[src/design/pbpm_pkg.sv]
`default_nettype none

package pbpm_pkg;

  localparam int ECHO_W   = 16;
  localparam int DIST_W   = 12;
  localparam int THR_W    = 9;
  localparam int FREQ_W   = 15;
  localparam int PERIOD_W = 20;
  localparam int DUTY_W   = 16;
  localparam int ZONE_W   = 2;
  localparam int CIDX_W   = 3;
  localparam int CDATA_W  = 16;

  localparam int DVD_W  = 20;
  localparam int DVSR_W = 25;
  localparam int NUM2_W = 29;
  localparam int CNT_W  = 5;
  localparam int PROD_W = 32;

  // floor(x / 58) as (x * 36158) >> 21, exact for any 16-bit x
  localparam logic [ECHO_W-1:0]   DIST_RECIP    = 16'd36158;
  localparam int                  DIST_SHIFT    = 21;
  localparam logic [16:0]         DUTY_R_MULT   = 17'd95;
  localparam logic [16:0]         DUTY_A_MULT   = 17'd90;
  localparam logic [DUTY_W-1:0]   DUTY_DEN_MULT = DUTY_W'(100);
  localparam logic [NUM2_W-1:0]   PERIOD_SCALE  = NUM2_W'(1000000);
  localparam logic [PERIOD_W-1:0] PERIOD_MAX    = PERIOD_W'(1000000);

  localparam logic [CNT_W-1:0] DUTY_ITER = CNT_W'(16);
  localparam logic [CNT_W-1:0] PER_ITER  = CNT_W'(20);

  localparam logic [THR_W-1:0]  HIGH_RESET = THR_W'(5);
  localparam logic [THR_W-1:0]  MED_RESET  = THR_W'(15);
  localparam logic [FREQ_W-1:0] FREQ_RESET = FREQ_W'(350);

  localparam logic [ZONE_W-1:0] ZONE_NEAR = 2'd0;
  localparam logic [ZONE_W-1:0] ZONE_BAND = 2'd1;
  localparam logic [ZONE_W-1:0] ZONE_FAR  = 2'd2;

  localparam logic [CIDX_W-1:0] REG_HIGH_RISK  = 3'd0;
  localparam logic [CIDX_W-1:0] REG_MED_RISK   = 3'd1;
  localparam logic [CIDX_W-1:0] REG_BASE_FREQ  = 3'd2;
  localparam logic [CIDX_W-1:0] REG_ECHO_CORR  = 3'd3;
  localparam logic [CIDX_W-1:0] REG_BUZZ_EN    = 3'd4;

  typedef logic [3:0] step_t;

  localparam step_t S_DLD   = 4'd0;
  localparam step_t S_DIST  = 4'd1;
  localparam step_t S_CLS   = 4'd2;
  localparam step_t S_NUM   = 4'd3;
  localparam step_t S_DRUN2 = 4'd4;
  localparam step_t S_DUTY  = 4'd5;
  localparam step_t S_MUL   = 4'd6;
  localparam step_t S_PLD   = 4'd7;
  localparam step_t S_DRUN3 = 4'd8;
  localparam step_t S_PER   = 4'd9;
  localparam step_t S_SAT   = 4'd10;
  localparam step_t S_END   = 4'd11;

  typedef enum logic [3:0] {
    OP_NOP,
    OP_DIST_LOAD,
    OP_DIV_STEP,
    OP_DIST,
    OP_CLASSIFY,
    OP_DUTY_LOAD,
    OP_DUTY,
    OP_MUL,
    OP_PER_LOAD,
    OP_PERIOD,
    OP_SAT,
    OP_DONE
  } op_t;

  typedef enum logic [2:0] {
    C_NEVER,
    C_ALWAYS,
    C_MORE,
    C_NO_LOAD,
    C_DEN_ZERO,
    C_OUT_BUSY
  } cond_t;

  typedef struct packed {
    op_t   op;
    cond_t cond;
    step_t target;
  } ctrl_word_t;

  function automatic ctrl_word_t ucode(input step_t step);
    ctrl_word_t w;
    w = '{op: OP_NOP, cond: C_NEVER, target: S_DLD};
    case (step)
      S_DLD:   w = '{op: OP_DIST_LOAD, cond: C_NEVER,    target: S_DLD};
      S_DIST:  w = '{op: OP_DIST,      cond: C_NEVER,    target: S_DLD};
      S_CLS:   w = '{op: OP_CLASSIFY,  cond: C_NO_LOAD,  target: S_END};
      S_NUM:   w = '{op: OP_DUTY_LOAD, cond: C_NEVER,    target: S_DLD};
      S_DRUN2: w = '{op: OP_DIV_STEP,  cond: C_MORE,     target: S_DRUN2};
      S_DUTY:  w = '{op: OP_DUTY,      cond: C_NEVER,    target: S_DLD};
      S_MUL:   w = '{op: OP_MUL,       cond: C_NEVER,    target: S_DLD};
      S_PLD:   w = '{op: OP_PER_LOAD,  cond: C_DEN_ZERO, target: S_SAT};
      S_DRUN3: w = '{op: OP_DIV_STEP,  cond: C_MORE,     target: S_DRUN3};
      S_PER:   w = '{op: OP_PERIOD,    cond: C_ALWAYS,   target: S_END};
      S_SAT:   w = '{op: OP_SAT,       cond: C_NEVER,    target: S_DLD};
      S_END:   w = '{op: OP_DONE,      cond: C_OUT_BUSY, target: S_END};
      default: w = '{op: OP_DONE,      cond: C_NEVER,    target: S_DLD};
    endcase
    return w;
  endfunction

endpackage

`default_nettype wire

[src/design/proximity_buzzer_pwm_mapper_core.sv]
// Proximity buzzer PWM mapper.
// Echo channel: echo_valid/echo_stall carry one echo_us item. The block stalls
// the channel while an item is in progress and accepts one item at a time.
// Result channel: result_valid/result_stall carry one result item per echo.
// Config: cfg_valid/cfg_ready with cfg_index and cfg_data; cfg_ready is always
// high. The user writes registers only while the block is idle (not enforced).
// A microcode sequencer drives a reciprocal multiply for the distance, one
// shared restoring divider (one quotient bit per cycle) and a small multiply
// stage. The divider forms the 16-bit duty quotient, then the 20-bit period
// quotient. Items outside the band or without a PWM load skip both; a zero
// base frequency skips the period division and saturates the period. The
// next item can be accepted in the cycle after a result issues.
// A finished result waits in the output register while result_stall is high;
// a new item may run meanwhile and then holds in its last step until the
// output register is free.
// Reset (rst, synchronous) restores register defaults, clears the stored band
// distance and drops result_valid.
`default_nettype none

module proximity_buzzer_pwm_mapper_core
  import pbpm_pkg::*;
(
  input  wire logic                       clk,
  input  wire logic                       rst,
  input  wire logic                       echo_valid,
  output logic                            echo_stall,
  input  wire logic [ECHO_W-1:0]          echo_us,
  output logic                            result_valid,
  input  wire logic                       result_stall,
  output logic signed [DIST_W-1:0]        distance_cm,
  output logic [ZONE_W-1:0]               zone,
  output logic                            suspend_buzzer,
  output logic                            resume_buzzer,
  output logic                            load_pwm,
  output logic [PERIOD_W-1:0]             pwm_period,
  output logic [DUTY_W-1:0]               duty_q16,
  output logic                            config_error,
  input  wire logic                       cfg_valid,
  output logic                            cfg_ready,
  input  wire logic [CIDX_W-1:0]          cfg_index,
  input  wire logic [CDATA_W-1:0]         cfg_data
);

  logic [THR_W-1:0]  high_risk_cm;
  logic [THR_W-1:0]  medium_risk_cm;
  logic [FREQ_W-1:0] base_freq_hz;
  logic [ECHO_W-1:0] echo_correction_us;
  logic              buzzer_enable;
  logic signed [DIST_W-1:0] last_band_distance;

  logic              busy;
  step_t             step;
  ctrl_word_t        cw;
  logic              jump;
  logic              retire;

  logic [ECHO_W-1:0] echo;
  logic              neg;
  logic [PROD_W-1:0] prod;
  logic [DVD_W-1:0]  dvd;
  logic [DVSR_W-1:0] rem;
  logic [DVSR_W-1:0] dvsr;
  logic [CNT_W-1:0]  cnt;
  logic [NUM2_W-1:0] num2;
  logic [DVSR_W-1:0] den;

  logic signed [DIST_W-1:0] dist_val;
  logic [ZONE_W-1:0]        w_zone;
  logic                     w_susp;
  logic                     w_res;
  logic                     w_load;
  logic                     w_cerr;
  logic [PERIOD_W-1:0]      w_period;
  logic [DUTY_W-1:0]        w_duty;

  logic              accept;
  logic              out_busy;
  logic [ECHO_W:0]   diff;
  logic [ECHO_W:0]   ndiff;
  logic [ECHO_W-1:0] mag;
  logic [DVSR_W+1:0] trial;
  logic [DIST_W-1:0] q_dist;
  logic signed [DIST_W-1:0] hi_s;
  logic signed [DIST_W-1:0] md_s;
  logic              in_band;
  logic              beyond;
  logic              cerr;
  logic              changed;
  logic              no_load;
  logic [THR_W-1:0]  r_w;
  logic [THR_W-1:0]  a_w;
  logic [THR_W:0]    twor_a;
  logic [16:0]       n95;
  logic [16:0]       n90;
  logic [16:0]       num_duty;
  logic [DUTY_W-1:0] den_duty;

  assign accept     = echo_valid && !echo_stall;
  assign echo_stall = busy;
  assign cfg_ready  = 1'b1;
  assign out_busy   = result_valid && result_stall;

  assign cw     = ucode(step);
  assign retire = busy && cw.op == OP_DONE && !out_busy;

  assign diff  = {1'b0, echo} - {1'b0, echo_correction_us};
  assign ndiff = ~diff + 17'd1;
  assign mag   = diff[ECHO_W] ? ndiff[ECHO_W-1:0] : diff[ECHO_W-1:0];

  assign trial = {1'b0, rem, dvd[DVD_W-1]} - {2'b00, dvsr};

  assign q_dist = DIST_W'(prod[PROD_W-1:DIST_SHIFT]);

  assign hi_s    = $signed({3'b000, high_risk_cm});
  assign md_s    = $signed({3'b000, medium_risk_cm});
  assign in_band = (dist_val >= hi_s) && (dist_val <= md_s);
  assign beyond  = dist_val > md_s;
  assign cerr    = high_risk_cm == medium_risk_cm;
  assign changed = dist_val != last_band_distance;
  assign no_load = !(in_band && buzzer_enable && !cerr && changed);

  assign r_w      = medium_risk_cm - high_risk_cm;
  assign a_w      = dist_val[THR_W-1:0] - high_risk_cm;
  assign twor_a   = {r_w, 1'b0} - {1'b0, a_w};
  assign n95      = 17'(r_w) * DUTY_R_MULT;
  assign n90      = 17'(a_w) * DUTY_A_MULT;
  assign num_duty = n95 - n90;
  assign den_duty = DUTY_W'(r_w) * DUTY_DEN_MULT;

  always_comb begin
    case (cw.cond)
      C_NEVER:    jump = 1'b0;
      C_ALWAYS:   jump = 1'b1;
      C_MORE:     jump = cnt != CNT_W'(1);
      C_NO_LOAD:  jump = no_load;
      C_DEN_ZERO: jump = num2 == '0 ? 1'b0 : den == '0;
      C_OUT_BUSY: jump = out_busy;
      default:    jump = 1'b0;
    endcase
  end

  always_ff @(posedge clk) begin
    if (rst) begin
      high_risk_cm       <= HIGH_RESET;
      medium_risk_cm     <= MED_RESET;
      base_freq_hz       <= FREQ_RESET;
      echo_correction_us <= '0;
      buzzer_enable      <= 1'b1;
    end else if (cfg_valid && cfg_ready) begin
      case (cfg_index)
        REG_HIGH_RISK: high_risk_cm       <= cfg_data[THR_W-1:0];
        REG_MED_RISK:  medium_risk_cm     <= cfg_data[THR_W-1:0];
        REG_BASE_FREQ: base_freq_hz       <= cfg_data[FREQ_W-1:0];
        REG_ECHO_CORR: echo_correction_us <= cfg_data;
        REG_BUZZ_EN:   buzzer_enable      <= cfg_data[0];
        default: ;
      endcase
    end
  end

  always_ff @(posedge clk) begin
    if (rst) begin
      busy               <= 1'b0;
      step               <= S_DLD;
      result_valid       <= 1'b0;
      last_band_distance <= '0;
    end else begin
      if (retire) begin
        result_valid <= 1'b1;
      end else if (result_valid && !result_stall) begin
        result_valid <= 1'b0;
      end
      if (accept) begin
        busy <= 1'b1;
        step <= S_DLD;
      end else if (busy) begin
        if (retire) begin
          busy <= 1'b0;
          step <= S_DLD;
        end else begin
          step <= jump ? cw.target : step + 4'd1;
        end
        if (cw.op == OP_CLASSIFY && in_band && buzzer_enable) begin
          last_band_distance <= dist_val;
        end
      end
    end
  end

  always_ff @(posedge clk) begin
    if (accept) begin
      echo     <= echo_us;
      w_period <= '0;
      w_duty   <= '0;
      w_load   <= 1'b0;
    end else if (busy) begin
      case (cw.op)
        OP_DIST_LOAD: begin
          neg  <= diff[ECHO_W];
          prod <= PROD_W'(mag) * PROD_W'(DIST_RECIP);
        end
        OP_DIV_STEP: begin
          if (!trial[DVSR_W+1]) begin
            rem <= trial[DVSR_W-1:0];
          end else begin
            rem <= {rem[DVSR_W-2:0], dvd[DVD_W-1]};
          end
          dvd <= {dvd[DVD_W-2:0], !trial[DVSR_W+1]};
          cnt <= cnt - CNT_W'(1);
        end
        OP_DIST: begin
          dist_val <= neg ? $signed(~q_dist + 12'd1) : $signed(q_dist);
        end
        OP_CLASSIFY: begin
          w_cerr <= cerr;
          w_res  <= in_band && buzzer_enable;
          w_susp <= !in_band && beyond;
          w_load <= !no_load;
          if (in_band) begin
            w_zone <= ZONE_BAND;
          end else if (beyond) begin
            w_zone <= ZONE_FAR;
          end else begin
            w_zone <= ZONE_NEAR;
          end
        end
        OP_DUTY_LOAD: begin
          rem  <= DVSR_W'(num_duty[DUTY_W-1:0]);
          dvd  <= '0;
          dvsr <= DVSR_W'(den_duty);
          cnt  <= DUTY_ITER;
        end
        OP_DUTY: begin
          w_duty <= dvd[DUTY_W-1:0];
        end
        OP_MUL: begin
          num2 <= NUM2_W'(r_w) * PERIOD_SCALE;
          den  <= DVSR_W'(base_freq_hz) * DVSR_W'(twor_a);
        end
        OP_PER_LOAD: begin
          rem  <= DVSR_W'(num2[NUM2_W-1:DVD_W]);
          dvd  <= num2[DVD_W-1:0];
          dvsr <= den;
          cnt  <= PER_ITER;
        end
        OP_PERIOD: begin
          w_period <= dvd;
        end
        OP_SAT: begin
          w_period <= PERIOD_MAX;
        end
        OP_DONE: begin
          if (!out_busy) begin
            distance_cm    <= dist_val;
            zone           <= w_zone;
            suspend_buzzer <= w_susp;
            resume_buzzer  <= w_res;
            load_pwm       <= w_load;
            pwm_period     <= w_period;
            duty_q16       <= w_duty;
            config_error   <= w_cerr;
          end
        end
        default: ;
      endcase
    end
  end

  a_load_in_band: assert property (@(posedge clk) disable iff (rst)
    result_valid |-> (!load_pwm || (resume_buzzer && zone == ZONE_BAND && !config_error)))
    else $error("PWM load outside an enabled band item");

  a_suspend_far: assert property (@(posedge clk) disable iff (rst)
    result_valid |-> (suspend_buzzer == (zone == ZONE_FAR)))
    else $error("suspend does not match zone");

  a_start: assert property (@(posedge clk) disable iff (rst)
    accept |=> (busy && step == S_DLD))
    else $error("sequencer did not start at first step");

  a_idle_step: assert property (@(posedge clk) disable iff (rst)
    !busy |-> step == S_DLD)
    else $error("step counter moved while idle");

endmodule

`default_nettype wire

[config.mk]
export PLATFORM = sky130hd
export DESIGN_NAME = proximity_buzzer_pwm_mapper_core
export DESIGN_NICKNAME = d
export VERILOG_FILES = /design/src/design/pbpm_pkg.sv /design/src/design/proximity_buzzer_pwm_mapper_core.sv
export SDC_FILE = /design/constraint.sdc
export NUM_CORES = 2
export LEC_CHECK = 0
export BUFFER_PORTS_ARGS = -buffer_cell sky130_fd_sc_hd__buf_2
export CAP_MARGIN = 20
export CORE_MARGIN = 1
export CORE_UTILIZATION = 35
export CTS_BUF_LIST = sky130_fd_sc_hd__clkbuf_8
export DETAILED_ROUTE_END_ITERATION = 8
export SETUP_SLACK_MARGIN = 0.05
export SYNTH_ARGS = -nofsm -noshare
export SYNTH_HDL_FRONTEND = slang
export SYNTH_SLANG_ARGS = --single-unit
[constraint.sdc]
create_clock -name clk -period 26.2 [get_ports clk]
set_input_delay 1.31 -clock clk [delete_from_list [all_inputs] [get_ports clk]]
set_output_delay 1.31 -clock clk [all_outputs]
set_load 0.05 [all_outputs]
**Word level (Yosys, flattened, before mapping)**

Memories as Yosys holds them, arrays and structs flattened. A register that Yosys moved wholly into a read port is not among the register bits.
Cells that the tools add are included.

- $add $sub $neg: 10
- Multiply operators: 6
- Divide/modulo/power cells: 0
- Order comparisons: 3
- Equal/unequal tests: 23
- Shifts and indexed selects: 0
- Muxes and demuxes: 20
- Bitwise operators: 4
- Reduce and logical (&&, ||, !) cells: 43

Operator list:

| operator | count |
|---|---|
| case mux 25 bit (3 select lines) | 1 |
| case mux 20 bit (3 select lines) | 1 |
| case mux 25 bit (2 select lines) | 1 |
| case mux 20 bit (2 select lines) | 1 |
| multiplier 16 x 15 -> 31 bit, second input constant | 1 |
| logical NOT 29 bit | 1 |
| subtractor 26 x 25 -> 27 bit | 1 |
| logical NOT 25 bit | 1 |
| multiplier 15 x 10 -> 25 bit | 1 |
| 2-to-1 mux 25 bit | 1 |
| multiplier 9 x 14 -> 23 bit, second input constant | 1 |
| AND reduction 3 bit | 7 |
| subtractor 9 bit | 2 |
| subtractor 16 x 16 -> 17 bit | 1 |
| adder 16 x 1 -> 16 bit, second input constant | 1 |
| equality test 4 x 3 -> 1 bit, second input constant | 4 |
| equality test 4 bit, second input constant | 4 |
| multiplier 9 x 7 -> 16 bit, second input constant | 1 |
| 2-to-1 mux 16 bit | 1 |
| 2-to-1 mux 4 bit | 4 |
| inverter 16 bit | 1 |
| AND reduction 2 bit | 8 |
| subtractor 16 bit | 1 |
| multiplier 9 x 6 -> 15 bit, second input constant | 1 |
| 30 further kinds | 62 |

- Register bits after elaboration: 347
- Bits in latches: 0
- Memory bits (writable): 0
- ROM bits: 176
- Input bits: 40
- Output and inout bits: 57
- Memories: 1

Memory list:

| memory | words | bits a word | rd ports | clocked after Yosys merged registers in | write ports | line | RTL |
|---|---|---|---|---|---|---|---|
| (name not given) | 16 | 11 | 1 | 1 | 0 | pbpm_pkg.sv:95 | `case (step)` |

**Logic depth before layout (Yosys ltp)**

- Word-level depth: 11
- Depth in mapped cells: 38
- Gate-level depth less buffers: 37

**Least setup slack after synthesis**

No wires, ideal clock.

- Kind: flip-flop to flip-flop
- Start point: register high_risk_cm[1]
- End point: register den[24], data pin
- Setup time: 0.259 ns
- Data arrival time: 8.235 ns
- Data required time: 25.941 ns
- Path slack: 17.706 ns
- Stages on the path, launching flop included: 34
- Buffers on the path: 1
- Path through: dfxtp_1 inv_1 ha_1 nor2b_1 o21ai_1 a21boi_1 nor2_1 ha_1 a21oi_1 o21ai_0 nand3_1 a41oi_1 maj3_1 a22oi_1 a22oi_1 xnor2_1 buf_2 nand2_1 fa_1 fa_1 inv_1 fa_1 fa_1 fa_1 ha_1 a211o_1 o2111ai_1 nand2_1 a41oi_1 a311oi_1 o21a_1 o21ai_0 a21oi_1 xnor2_1

- Word-level cells in the longest chain between the ends: 3

Ends and longest elaborated chain:

| item | line | RTL |
|---|---|---|
| start, declared | proximity_buzzer_pwm_mapper_core.sv:44 | `logic [THR_W-1:0] high_risk_cm;` |
| start signal, assigned | proximity_buzzer_pwm_mapper_core.sv:151 | `REG_HIGH_RISK: high_risk_cm <= cfg_data[THR_W-1:0];` |
| subtractor 9 bit (on tied branches) | proximity_buzzer_pwm_mapper_core.sv:123, proximity_buzzer_pwm_mapper_core.sv:122 |  |
| subtractor 10 x 9 -> 10 bit * | proximity_buzzer_pwm_mapper_core.sv:124 | `assign twor_a = {r_w, 1'b0} - {1'b0, a_w};` |
| multiplier 15 x 10 -> 25 bit * | proximity_buzzer_pwm_mapper_core.sv:238 | `den <= DVSR_W'(base_freq_hz) * DVSR_W'(twor_a);` |
| end signal, assigned | proximity_buzzer_pwm_mapper_core.sv:238 |  |
| end, declared | proximity_buzzer_pwm_mapper_core.sv:65 | `logic [DVSR_W-1:0] den;` |

Every way passes the cells marked *; elsewhere a longest branch is shown, timed or not.
A chain may end at the register's enable or synchronous reset.

**Final worst setup path**

- Start point: register medium_risk_cm[0]
- End point: register den[24], data pin

- Word-level cells in the longest chain between the ends: 3

Ends and longest elaborated chain:

| item | line | RTL |
|---|---|---|
| start, declared | proximity_buzzer_pwm_mapper_core.sv:45 | `logic [THR_W-1:0] medium_risk_cm;` |
| start signal, assigned | proximity_buzzer_pwm_mapper_core.sv:152 | `REG_MED_RISK: medium_risk_cm <= cfg_data[THR_W-1:0];` |
| subtractor 9 bit | proximity_buzzer_pwm_mapper_core.sv:122 | `assign r_w = medium_risk_cm - high_risk_cm;` |
| subtractor 10 x 9 -> 10 bit | proximity_buzzer_pwm_mapper_core.sv:124 |  |
| multiplier 15 x 10 -> 25 bit | proximity_buzzer_pwm_mapper_core.sv:238 |  |

Every way passes these cells.

==> impl_summary.log <==
[metrics] TritonCTS clock tree: done
[metrics] Die Height: 297 um
[metrics] net count after synthesis: 3779
[metrics] clock tree sinks: 337
[metrics] commonest non-fill, non-tap cells in the layout: sky130_fd_sc_hd__inv_1 (583), sky130_fd_sc_hd__ha_1 (405), sky130_fd_sc_hd__fa_1 (266), sky130_fd_sc_hd__nand2_1 (250), sky130_fd_sc_hd__edfxtp_1 (222)
[metrics] slowest stage delay, CP: 0.60 ns
[metrics] hold buffers post-CTS: 0
[metrics] number of ports placed on the die boundary: 97
[metrics] M3 GR Usage: 1.91%
[metrics] final wirelength: 68700 um
[metrics] Post-CTS Resized: 0
[metrics] parity-gate share of the synthesized area counting xor and xnor cells: 5.05%
[metrics] area growth from synthesis to layout: 9.98%
[metrics] net count of the finished layout: 3882
[metrics] first-pass GRT wire length: 113000 um
[metrics] Post-synth top flop: sky130_fd_sc_hd__edfxtp_1
[metrics] clock buffer count from CTS: 60
[metrics] GR Layer Usage met1: 21.6%
[metrics] highest-utilization routing layer at the global route stage: met2
[metrics] detailed-placement wirelength estimate: 55500 um
[metrics] Die Outline Area: 88400 um2
[metrics] Post CTS Setup Buffer Count: 0
[metrics] most common cell after layout, fill and taps aside: sky130_fd_sc_hd__inv_1
[metrics] global-route met2 utilization: 26.4%
[metrics] post-detailed-route wirelength per cell: 15.7 um
[metrics] mean number of vias per cell: 4.77
[metrics] normalized max-slew margin: 29.3%
[metrics] min cycle time layout: 9.32 ns
[metrics] Async SR Flop Fraction: 0%
[metrics] root buffer cell: sky130_fd_sc_hd__clkbuf_8
[metrics] via count of the first global-routing pass: 21300
[metrics] antenna violations before repair: 7
[metrics] clock transition time at the flip-flop clock pins of the worst setup and hold paths: 0.06 ns
[metrics] number of instances in the synthesized netlist: 3068
[metrics] setup repair after global routing missed its margin: no
[metrics] yosys warns: 0
[metrics] smallest hold slack: 0.420 ns
[metrics] max capacitance violation total: 0
[metrics] cell area after synthesis: 30500 um2
[metrics] Place WS: 16.50 ns
[metrics] synthesis-stage register bit count: 337
[metrics] maximum number of pins on one net before global-route repair: 65
[metrics] number of max-slew violations in the final report: 0
[metrics] residual antenna-violating net count after detailed routing: 0
[metrics] Tightest Hold Check Type: reg2reg
[metrics] number of distinct standard cells referenced by the synthesized netlist: 85
[metrics] syn_area_per_cell: 9.95 um2
[metrics] Routability Congestion: 0.869
[metrics] maximum operating frequency: 0.107 GHz
[metrics] number of standard cells in the final layout excluding fillers: 4366
[metrics] most prevalent standard cell on the critical path: sky130_fd_sc_hd__fa_1
[metrics] level count of the clock H-tree: 2
[metrics] Pre-Repair DR Iteration Count: 5
[metrics] placement row count: 107
[metrics] clock network latency to the later pin of the worst-skew pair: 0.70 ns
[metrics] Synth Area in Adders: 34.2%
[metrics] compound-gate portion of the synthesized area: 9.88%
[metrics] worst setup path class: reg2reg
[metrics] number of enable-type register cells in the synthesized netlist: 222
[metrics] GRT Overall Usage: 15.8%
[metrics] number of DRC violations after detailed-routing iteration 0: 932
[metrics] detailed-route DRC error count: 0
[metrics] Setup TNS Final: 0 ns
[metrics] worst path setup slack after routing: 16.88 ns
[metrics] final clock period utilization by the worst path: 35.6%
[metrics] simple-gate portion of the synthesized area: 11.9%
[metrics] final hold violation count: 0
[metrics] Worst Path Max Fanout: 15
[metrics] Layout Skew: 0.0561 ns
[metrics] fraction of final layout cells with drive strength greater than 1: 7.82%
[metrics] worst path required time: 26.65 ns
[metrics] clock tree buffer depth: 3
[metrics] slowest library cell on the worst path: sky130_fd_sc_hd__xnor2_2
[metrics] number of cells in the design after placement: 4252
[metrics] data arrival at the endpoint of the critical path: 9.76 ns
[metrics] final setup fails: 0
[metrics] share of synthesized area occupied by flip-flops and latches: 29.4%
[metrics] post-synthesis mux area share: 1.50%
[metrics] overflow left after global routing: 0
[metrics] launching element type of the critical path: flip-flop
[metrics] floorplan core area: 85800 um2
[metrics] quantity of I/O buffers inserted on ports: 95
[metrics] die boundary width: 297 um
[metrics] kind of end point of the critical path: flip-flop
[metrics] result of the run: finished, final reports clean
[metrics] DR vias: 20800
[metrics] Initial Util: 35.6%
[metrics] dominant combinational cell family by area after synthesis: adder cells
[metrics] Slew @ Worst Pin: 1.05 ns
-- through the flow --
step / utilization [%] / instance area [um2]
final: 39.1 / 33600
after global placement: 37.6 / 32300
after detailed placement: 37.6 / 32300
after CTS: 39.1 / 33600
after global routing: 39.1 / 33600
after floorplan: - / 30500
-- registers in the layout (all words and copies together), names as in the netlist, 20 cells and up --
register	flops
rem	25
w_period	20
num2	23
den	25
pwm_period	20
dvd	20
dvsr	25
-- worst max-delay path: cells and delay by family (launching register included) --
family,cells,cell delay [ns]
compound gates,9,1.79
xor+xnor,3,1.21
fa+ha+maj,12,4.93
buf+inv,3,0.50
flops,1,0.32
simple gates,3,0.36
-- worst paths after layout --
check,from,endpoint,slack (ns),cells after the start
hold reg to reg,w_susp,suspend_buzzer,0.42,0
hold / removal,w_susp,suspend_buzzer,0.42,0
setup / recovery,medium_risk_cm[0],den[24],16.88,30
setup reg to reg,medium_risk_cm[0],den[24],16.88,30
-- final cells by class --
type,count,area [um2]
Multi-Input combinational cell,2085,19100
Sequential cell,337,8970
Timing Repair Buffer,123,686
Clock inverter,44,309
Antenna cell,1,2.50
Inverter,564,2120
Tap cell,1144,1430
Fill cell,8513,52300
Clock buffer,68,936
-- per-layer routing --
layer	vias up	wire length, um
met4	0	1460
met5	-	0
met2	315	31900
met3	106	2270
met1	10000	33100
li1	10400	-
-- cells in the mapped netlist (all sizes together), types with 9 or more instances --
cell type	n	area, um2
inv	564	2120
ha	405	5070
fa	266	5330
nand2	250	938
edfxtp	222	6670
nor2	141	532
a21oi	140	701
xnor2	119	1050
dfxtp	115	2300
and2	100	628
o21ai	70	350
clkbuf	69	259
xor2	56	490
mux2i	40	400
nand2b	40	250
nor2b	40	250
a21o	37	278
nor3	34	175
nand3	33	165
o21a	29	218
and3	24	150
a22oi	21	158
o21bai	19	143
nor4	18	119
o22ai	17	106
a22o	15	131
a211o	14	123
or3	14	92.6
buf	13	90.1
a31oi	12	120
nand3b	11	82.6
o31ai	11	103
or2	10	62.6
a211oi	9	67.6
nand4	9	56.3
o211ai	9	67.6
-- cell families (layout without fill, tap and decap cells) --
group	after synthesis	in the layout
flip-flops	337	337
AND/OR/NAND/NOR	739	739
multiplexers	45	45
XOR/XNOR	175	175
adder cells (fa/ha/maj)	675	675
buffers and inverters	646	799
AO/OA/AOI/OAI	450	450
other	1	2
Power is left out: the tool's default activity adds up to more than one toggle a clock period on the data nets, which glitch-free logic cannot reach.
